## config.mk

```make
export PLATFORM = sky130hd
export DESIGN_NAME = cache_set_lru_random_replace_unit
export DESIGN_NICKNAME = d
export VERILOG_FILES = /design/src/rtl/cslr_pkg.sv /design/src/rtl/cslr_ctrl.sv /design/src/rtl/cslr_datapath.sv /design/src/rtl/cache_set_lru_random_replace_unit.sv
export SDC_FILE = /design/constraint.sdc
export NUM_CORES = 1
export LEC_CHECK = 0
export BUFFER_PORTS_ARGS = -buffer_cell sky130_fd_sc_hd__buf_2
export CAP_MARGIN = 40
export CORE_UTILIZATION = 35
export DETAILED_ROUTE_END_ITERATION = 12
export HOLD_SLACK_MARGIN = 0.1
export PLACE_DENSITY = 0.51
export SYNTH_ARGS = -nofsm -noshare
export SYNTH_HDL_FRONTEND = slang
export SYNTH_SLANG_ARGS = --single-unit
```

## constraint.sdc

```tcl
create_clock -name clock -period 33.1 [get_ports clock]
set_input_delay 9.93 -clock clock [delete_from_list [all_inputs] [get_ports clock]]
set_output_delay 9.93 -clock clock [all_outputs]
set_load 0.005 [all_outputs]
```

## src/rtl/cslr_pkg.sv

```systemverilog
`timescale 1ns / 1ps

package cslr_pkg;

   // Geometry of the set
   localparam int WAYS      = 8;
   localparam int ADDR_BITS = 40;
   localparam int WAY_W     = $clog2(WAYS);
   localparam int CNT_W     = $clog2(WAYS + 1);
   localparam int RANK_W    = WAY_W;

   // Configuration port
   localparam int CSR_IDX_W = 2;
   localparam int CSR_DAT_W = 32;
   localparam int WIU_W     = 4;
   localparam int SEED_W    = 32;

   localparam logic [CSR_IDX_W-1:0] CSR_REPLACE_MODE     = 2'd0;
   localparam logic [CSR_IDX_W-1:0] CSR_ALLOCATE_ON_READ = 2'd1;
   localparam logic [CSR_IDX_W-1:0] CSR_WAYS_IN_USE      = 2'd2;
   localparam logic [CSR_IDX_W-1:0] CSR_RANDOM_SEED      = 2'd3;

   // Register encodings and reset values
   localparam logic             MODE_LRU      = 1'b0;
   localparam logic             MODE_RANDOM   = 1'b1;
   localparam logic             FUNC_STORE    = 1'b1;
   localparam logic [WIU_W-1:0] WIU_RESET     = 4'd8;
   localparam logic [SEED_W-1:0] SEED_RESET   = 32'd1;

   // Galois LFSR, shifting right
   localparam logic [SEED_W-1:0] LFSR_MASK    = 32'h8020_0003;

   // Controller to datapath commands
   typedef struct packed {
      logic capture;   // latch the request transfer
      logic lookup;    // compare tags, pick candidate victims
      logic resolve;   // update the set and load the result register
   } cslr_cmd_type;

endpackage

```

## src/rtl/cslr_ctrl.sv

```systemverilog
`timescale 1ns / 1ps

module cslr_ctrl
   import cslr_pkg::*;
(
   input  logic         clock,
   input  logic         reset,
   input  logic         req_tvalid,
   output logic         req_tready,
   output logic         rsp_tvalid,
   input  logic         rsp_tready,
   output cslr_cmd_type cmd
);

   typedef enum logic [1:0] {
      S_IDLE,
      S_LOOKUP,
      S_RESOLVE
   } state_type;

   state_type state_ff, state_in;
   logic      rsp_valid_ff, rsp_valid_in;
   logic      resolve_go;

   assign req_tready = (state_ff == S_IDLE);
   assign rsp_tvalid = rsp_valid_ff;

   // resolve only once the result register is free or being emptied
   assign resolve_go = (state_ff == S_RESOLVE) && (!rsp_valid_ff || rsp_tready);

   assign cmd.capture = req_tvalid && (state_ff == S_IDLE);
   assign cmd.lookup  = (state_ff == S_LOOKUP);
   assign cmd.resolve = resolve_go;

   // next state and result valid flag
   always_comb begin
      state_in = state_ff;
      case (state_ff)
         S_IDLE: begin
            if (req_tvalid) state_in = S_LOOKUP;
         end
         S_LOOKUP: begin
            state_in = S_RESOLVE;
         end
         S_RESOLVE: begin
            if (resolve_go) state_in = S_IDLE;
         end
         default: begin
            state_in = S_IDLE;
         end
      endcase

      if (resolve_go)      rsp_valid_in = 1'b1;
      else if (rsp_tready) rsp_valid_in = 1'b0;
      else                 rsp_valid_in = rsp_valid_ff;
   end

   always_ff @(posedge clock) begin
      if (reset) begin
         state_ff     <= S_IDLE;
         rsp_valid_ff <= 1'b0;
      end else begin
         state_ff     <= state_in;
         rsp_valid_ff <= rsp_valid_in;
      end
   end

endmodule

```

## src/rtl/cslr_datapath.sv

```systemverilog
`timescale 1ns / 1ps

module cslr_datapath
   import cslr_pkg::*;
(
   input  logic                 clock,
   input  logic                 reset,
   input  cslr_cmd_type         cmd,
   input  logic                 csr_we,
   input  logic [CSR_IDX_W-1:0] csr_index,
   input  logic [CSR_DAT_W-1:0] csr_wdata,
   input  logic                 func,
   input  logic [ADDR_BITS-1:0] line_address,
   output logic                 hit,
   output logic                 evicted,
   output logic [ADDR_BITS-1:0] victim_address
);

   localparam int PROD_W = SEED_W + CNT_W;

   // configuration
   logic              replace_mode_ff, replace_mode_in;
   logic              alloc_read_ff, alloc_read_in;
   logic [WIU_W-1:0]  ways_in_use_ff, ways_in_use_in;
   logic [SEED_W-1:0] random_state_ff, random_state_in;

   // set contents
   logic [ADDR_BITS-1:0] tags_ff [WAYS];
   logic [ADDR_BITS-1:0] tags_in [WAYS];
   logic [RANK_W-1:0]    rank_ff [WAYS];
   logic [RANK_W-1:0]    rank_in [WAYS];
   logic [CNT_W-1:0]     fill_ff, fill_in;

   // captured request
   logic                 func_ff;
   logic [ADDR_BITS-1:0] addr_ff;

   // lookup results
   logic              hit_ff, hit_in;
   logic [WAY_W-1:0]  hit_way_ff, hit_way_in;
   logic [WAY_W-1:0]  lru_way_ff, lru_way_in;
   logic [WAY_W-1:0]  rand_way_ff, rand_way_in;
   logic [SEED_W-1:0] lfsr_next_ff, lfsr_next_in;

   // result register
   logic                 rsp_hit_ff, rsp_hit_in;
   logic                 rsp_evicted_ff, rsp_evicted_in;
   logic [ADDR_BITS-1:0] rsp_victim_ff, rsp_victim_in;

   logic [CNT_W-1:0]     way_limit;
   logic [PROD_W-1:0]    rand_prod;
   logic                 do_alloc;
   logic                 do_fill;
   logic                 do_evict;
   logic                 do_promote;
   logic [WAY_W-1:0]     evict_way;
   logic [WAY_W-1:0]     promote_way;
   logic [RANK_W-1:0]    promote_rank;
   logic [WAY_W-1:0]     fill_way;

   assign hit            = rsp_hit_ff;
   assign evicted        = rsp_evicted_ff;
   assign victim_address = rsp_victim_ff;

   // way limit: zero acts as one, anything above the way count saturates
   always_comb begin
      if (ways_in_use_ff == '0)                   way_limit = CNT_W'(1);
      else if (32'(ways_in_use_ff) > 32'(WAYS))   way_limit = CNT_W'(WAYS);
      else                                        way_limit = CNT_W'(ways_in_use_ff);
   end

   // lookup: parallel tag compare, LRU candidate, random candidate
   always_comb begin
      hit_in     = 1'b0;
      hit_way_in = '0;
      lru_way_in = '0;
      for (int i = 0; i < WAYS; i++) begin
         if (fill_ff > CNT_W'(i)) begin
            if (!hit_in && tags_ff[i] == addr_ff) begin
               hit_in     = 1'b1;
               hit_way_in = WAY_W'(i);
            end
            if (rank_ff[i] == '0) lru_way_in = WAY_W'(i);
         end
      end
      lfsr_next_in = (random_state_ff >> 1) ^ (random_state_ff[0] ? LFSR_MASK : '0);
      rand_prod    = PROD_W'(lfsr_next_in) * PROD_W'(way_limit);
      rand_way_in  = rand_prod[SEED_W +: WAY_W];
   end

   // resolve decisions
   always_comb begin
      do_alloc     = (func_ff == FUNC_STORE) || alloc_read_ff;
      do_fill      = !hit_ff && do_alloc && (fill_ff < way_limit);
      do_evict     = !hit_ff && do_alloc && !(fill_ff < way_limit);
      evict_way    = (replace_mode_ff == MODE_RANDOM) ? rand_way_ff : lru_way_ff;
      do_promote   = (hit_ff && replace_mode_ff == MODE_LRU) || do_evict;
      promote_way  = hit_ff ? hit_way_ff : evict_way;
      promote_rank = rank_ff[promote_way];
      fill_way     = fill_ff[WAY_W-1:0];
   end

   // state and result update
   always_comb begin
      replace_mode_in = replace_mode_ff;
      alloc_read_in   = alloc_read_ff;
      ways_in_use_in  = ways_in_use_ff;
      random_state_in = random_state_ff;
      tags_in         = tags_ff;
      rank_in         = rank_ff;
      fill_in         = fill_ff;
      rsp_hit_in      = rsp_hit_ff;
      rsp_evicted_in  = rsp_evicted_ff;
      rsp_victim_in   = rsp_victim_ff;

      // register writes; the user must write only while idle, the block does not enforce it
      if (csr_we) begin
         case (csr_index)
            CSR_REPLACE_MODE:     replace_mode_in = csr_wdata[0];
            CSR_ALLOCATE_ON_READ: alloc_read_in   = csr_wdata[0];
            CSR_WAYS_IN_USE:      ways_in_use_in  = csr_wdata[WIU_W-1:0];
            CSR_RANDOM_SEED: begin
               random_state_in = (csr_wdata[SEED_W-1:0] == '0) ? SEED_RESET
                                                               : csr_wdata[SEED_W-1:0];
            end
            default: ;
         endcase
      end

      if (cmd.resolve) begin
         rsp_hit_in     = hit_ff;
         rsp_evicted_in = do_evict;
         rsp_victim_in  = do_evict ? tags_ff[evict_way] : '0;

         // move every younger valid way down one rank, target to the top
         if (do_promote) begin
            for (int i = 0; i < WAYS; i++) begin
               if (fill_ff > CNT_W'(i) && rank_ff[i] > promote_rank)
                  rank_in[i] = rank_ff[i] - RANK_W'(1);
            end
            rank_in[promote_way] = RANK_W'(fill_ff - CNT_W'(1));
         end

         if (do_fill) begin
            tags_in[fill_way] = addr_ff;
            rank_in[fill_way] = RANK_W'(fill_ff);
            fill_in           = fill_ff + CNT_W'(1);
         end

         if (do_evict) begin
            tags_in[evict_way] = addr_ff;
            if (replace_mode_ff == MODE_RANDOM) random_state_in = lfsr_next_ff;
         end
      end
   end

   // control and configuration registers
   always_ff @(posedge clock) begin
      if (reset) begin
         replace_mode_ff <= MODE_LRU;
         alloc_read_ff   <= 1'b1;
         ways_in_use_ff  <= WIU_RESET;
         random_state_ff <= SEED_RESET;
         fill_ff         <= '0;
      end else begin
         replace_mode_ff <= replace_mode_in;
         alloc_read_ff   <= alloc_read_in;
         ways_in_use_ff  <= ways_in_use_in;
         random_state_ff <= random_state_in;
         fill_ff         <= fill_in;
      end
   end

   // payload registers
   always_ff @(posedge clock) begin
      tags_ff        <= tags_in;
      rank_ff        <= rank_in;
      rsp_hit_ff     <= rsp_hit_in;
      rsp_evicted_ff <= rsp_evicted_in;
      rsp_victim_ff  <= rsp_victim_in;
      if (cmd.capture) begin
         func_ff <= func;
         addr_ff <= line_address;
      end
      if (cmd.lookup) begin
         hit_ff       <= hit_in;
         hit_way_ff   <= hit_way_in;
         lru_way_ff   <= lru_way_in;
         rand_way_ff  <= rand_way_in;
         lfsr_next_ff <= lfsr_next_in;
      end
   end

endmodule

```

## src/rtl/cache_set_lru_random_replace_unit.sv

```systemverilog
`timescale 1ns / 1ps

// One set of an eight-way cache with LRU or random replacement. Each request
// transfer is a load or store of a line address, and each one yields exactly
// one response transfer. That response carries hit, evicted and the evicted
// line address, which is zero when nothing is evicted. An access is captured
// on its transfer; then the parallel tag compare and the victim selection are
// registered; then tags, ranks and the random generator are updated and the
// response register is loaded. A new request is taken only after the previous
// access has passed the update step; the request side opens again while a
// response still waits. Only the update step stalls, and only while the
// response register is full and not being emptied. The random victim comes
// from a 32-bit Galois LFSR scaled by the ways in use. A write of the seed
// reloads it at once, and a zero seed loads one. Write registers only while
// the set is idle.

module cache_set_lru_random_replace_unit
   import cslr_pkg::*;
(
   input  logic                 clock,
   input  logic                 reset,
   // request channel
   input  logic                 req_tvalid,
   output logic                 req_tready,
   input  logic [39:0]          req_tdata,   // [39:0] line_address
   input  logic [0:0]           req_tuser,   // [0] func (0 load, 1 store)
   // response channel
   output logic                 rsp_tvalid,
   input  logic                 rsp_tready,
   output logic [39:0]          rsp_tdata,   // [39:0] victim_address
   output logic [1:0]           rsp_tuser,   // [0] hit, [1] evicted
   // configuration write port
   input  logic                 csr_we,
   input  logic [CSR_IDX_W-1:0] csr_index,
   input  logic [CSR_DAT_W-1:0] csr_wdata
);

   cslr_cmd_type cmd;

   cslr_ctrl u_ctrl (
      .clock      (clock),
      .reset      (reset),
      .req_tvalid (req_tvalid),
      .req_tready (req_tready),
      .rsp_tvalid (rsp_tvalid),
      .rsp_tready (rsp_tready),
      .cmd        (cmd)
   );

   cslr_datapath u_datapath (
      .clock          (clock),
      .reset          (reset),
      .cmd            (cmd),
      .csr_we         (csr_we),
      .csr_index      (csr_index),
      .csr_wdata      (csr_wdata),
      .func           (req_tuser[0]),
      .line_address   (req_tdata[ADDR_BITS-1:0]),
      .hit            (rsp_tuser[0]),
      .evicted        (rsp_tuser[1]),
      .victim_address (rsp_tdata[ADDR_BITS-1:0])
   );

endmodule

```

==> metrics <==
Die Y 306.1 um; crit path cell chain buf_2 -> nor2b_1 -> nor2_4 -> buf_4 -> buf_16 -> buf_4 -> buf_4; Worst Max-Slew Pin Slew 0.9689 ns; average vias per placed instance 5.770; MaxCap Viol Count 0; synthesized instance count 2680; Routed Antenna Nets 0; post_cts resized 0; vias in the first global route 22480; pwr/cell area 46.04 nW/um2; DRC viols 0; Layout Cells excl Fill 3968; Buffers on Ports 123; Area Overhead vs Synth 12.07%; max incr delay on CP 0.76 ns; commonest cells after routing, fill and taps aside edfxtp_1, mux2_2, xor2_1, xnor2_1, inv_1; CP Class in2reg; type of origin of the critical path primary input; synthesized flop and latch total 514; clk slew on worst S/H paths 0.06 ns; Hold Buf Count CTS 0; Die Span X 306.1 um; # rows 111; Placed Cells 3844; RSZ-0062 raised after global routing no; Net Count, Synth 2900; P_leak 0.01305 uW; R2R Path Start u_datapath.replace_mode_ff; drt total wl 116600 um; Ys Warns 0; Post-Synthesis Cell Area 32360 um2; CTS tree built; fmax 78.39 MHz; Max clock buf depth 3; Ant. Diodes 0; dominant delay contributor by cell family on the critical path buffers and inverters; skew final 0.03250 ns; Final Slew Violations 0; die area 93690 um2; most common cell after layout, fill and taps aside edfxtp_1; GP Congestion 0.9969; Worst VDD drop 0.03094 mV; Critical-path top delay cell buf_4; crit end category flip-flop; CTS Buf Count 66; root buf cell clkbuf_16; clock latency at the later pin of the worst-skew pair 0.65 ns; status finished, final reports clean; DR WL/cell 29.38 um; first-pass GRT wire length 167500 um; DR vias 22900; post-CTS setup buffers 0; worst path buffer plus inverter count 5; Power Total 1670 uW; number of synthesized flops with an enable pin 469; Max-slew headroom 34.94%; Core Box Area 91660 um2; crit share post-route 38.54%; total gr overflow 0; CP max FO 67; final setup vio count 0; unique cell type count in the Yosys netlist 78; # clock sinks 514; Hold WC Path Type reg2reg; DPL Wire Length 81340 um; CP Launch Point rsp_tready; final hold viol count 0; initial antenna violation count 1; Initial Utilization 35.31%; largest net degree at the start of global routing 68; minimum clock period 12.76 ns; CP arrival 13.01 ns; IO Pins 124; Avg Cell Area, Syn 12.08 um2; H-tree depth 3; GRT Util Overall 24.71%; worst hold start u_ctrl.rsp_tvalid; Worst path most repeated cell buf_4; final net count 2948; Final TNS setup 0 ns; DR iter-0 viols 2610; Synth Flop Type edfxtp_1; drt first pass iters 6; Data required, critical path 33.36 ns; post-synthesis sequential area ratio 46.30%; ys async rst share 0%; fraction of layout instances using a drive strength above 1 22.50%
==> state kept, by name (all words and copies together), names as in the netlist, 4 cells and up <==
name	cells
u_datapath.lfsr_next_ff	32
u_datapath.random_state_ff	32
u_datapath.fill_ff	4
u_datapath.rank_ff	24
u_datapath.tags_ff	320
u_datapath.addr_ff	40
u_datapath.victim_address	40
u_datapath.ways_in_use_ff	4
==> Yosys cell counts (all sizes together) (3+ instances only) <==
library cell / instances / share of area [%]
a211oi: 41 / 1.0
a21o: 5 / 0.14
a21oi: 37 / 0.84
a221o: 3 / 0.093
a221oi: 11 / 0.30
a22o: 13 / 0.35
a22oi: 141 / 3.3
a31oi: 22 / 0.43
a41oi: 35 / 0.95
and2: 90 / 1.7
and3: 6 / 0.12
buf: 101 / 2.2
clkbuf: 92 / 1.1
dfxtp: 45 / 2.8
edfxtp: 469 / 44
fa: 59 / 3.6
ha: 81 / 3.1
inv: 156 / 1.8
mux2: 316 / 12
mux2i: 40 / 1.3
nand2: 100 / 1.2
nand2b: 20 / 0.39
nand3: 35 / 0.64
nand3b: 7 / 0.16
nand4: 86 / 1.7
nor2: 100 / 1.2
nor2b: 16 / 0.31
nor3: 25 / 0.45
nor3b: 7 / 0.18
nor4: 85 / 1.7
o2111ai: 4 / 0.11
o211ai: 3 / 0.070
o21a: 5 / 0.12
o21ai: 44 / 0.68
o21ba: 4 / 0.14
o221a: 3 / 0.10
o221ai: 4 / 0.11
o22ai: 22 / 0.43
xnor2: 161 / 4.4
xor2: 165 / 4.5
==> routing by layer <==
layer,track usage [%],up-vias,share of wire (%),routed length (um)
li1,-,10050,-,-
met1,35.15,11860,45,52840
met2,38.90,825,46,53270
met3,3.601,160,6.3,7378
met4,7.116,2,2.6,3077
met5,0,-,0.0060,7
==> final timing paths <==
path	endpoint	slack [ns]	cells past startpoint
max	u_datapath.tags_ff[211]	20.34	7
min	u_ctrl.rsp_tvalid	0.53	2
max reg2reg	u_datapath.rank_ff[9]	28.46	13
min reg2reg	u_ctrl.rsp_tvalid	0.53	2
==> per-stage QoR <==
step	worst slack, ns	hold WS (ns)	utilization [%]	area (um2)
after floorplan	5.578	0.4029	-	32360
after global placement	19.41	0.5017	36.84	33770
after detailed placement	19.68	0.5233	37.16	34060
after CTS	20.36	0.5328	39.56	36260
after global routing	20.21	0.5541	39.57	36270
final	20.34	0.5335	39.57	36270
==> worst register-to-register path: stages, from the launching register on <==
cell and delay (ns):
dfxtp_1 0.62, mux2_4 0.44, mux2_2 0.35, nand3_1 0.36
o22ai_1 0.19, or4_1 0.77, ha_1 0.40, nor2b_1 0.13
o21ai_0 0.08, a211oi_1 0.52, inv_1 0.12, a21oi_2 0.18
a2bb2oi_1 0.17, nor2_1 0.05
==> power breakdown <==
part / internal (uW) / total [uW] / switching, uW
clock: 433 / 740 / 307
combinational: 58.0 / 168 / 110
sequential: 729 / 761 / 32.5
total: 1220 / 1670 / 450
==> logic make-up after synthesis <==
logic type                 count (synthesis)  share of synthesized area [%]
buffers and inverters                    349                          5.049
and+or+nand+nor                          584                          9.921
muxes                                    356                          13.58
AOI/OAI and AO/OA                        411                          9.542
adders and majority gates                140                          6.781
DFF                                      514                          46.30
xor gates and xnor gates                 326                          8.823
==> area by class of cell <==
type	instances	area (um2)
flip-flops and latches	514	14980
repair buffers	173	1165
fillers	8784	55400
well taps	1186	1484
inverters	156	590.6
clock inverters	42	385.4
clock buffers	80	1810
multi-input cells	1817	15850
Power figures use the tool's default switching activity.
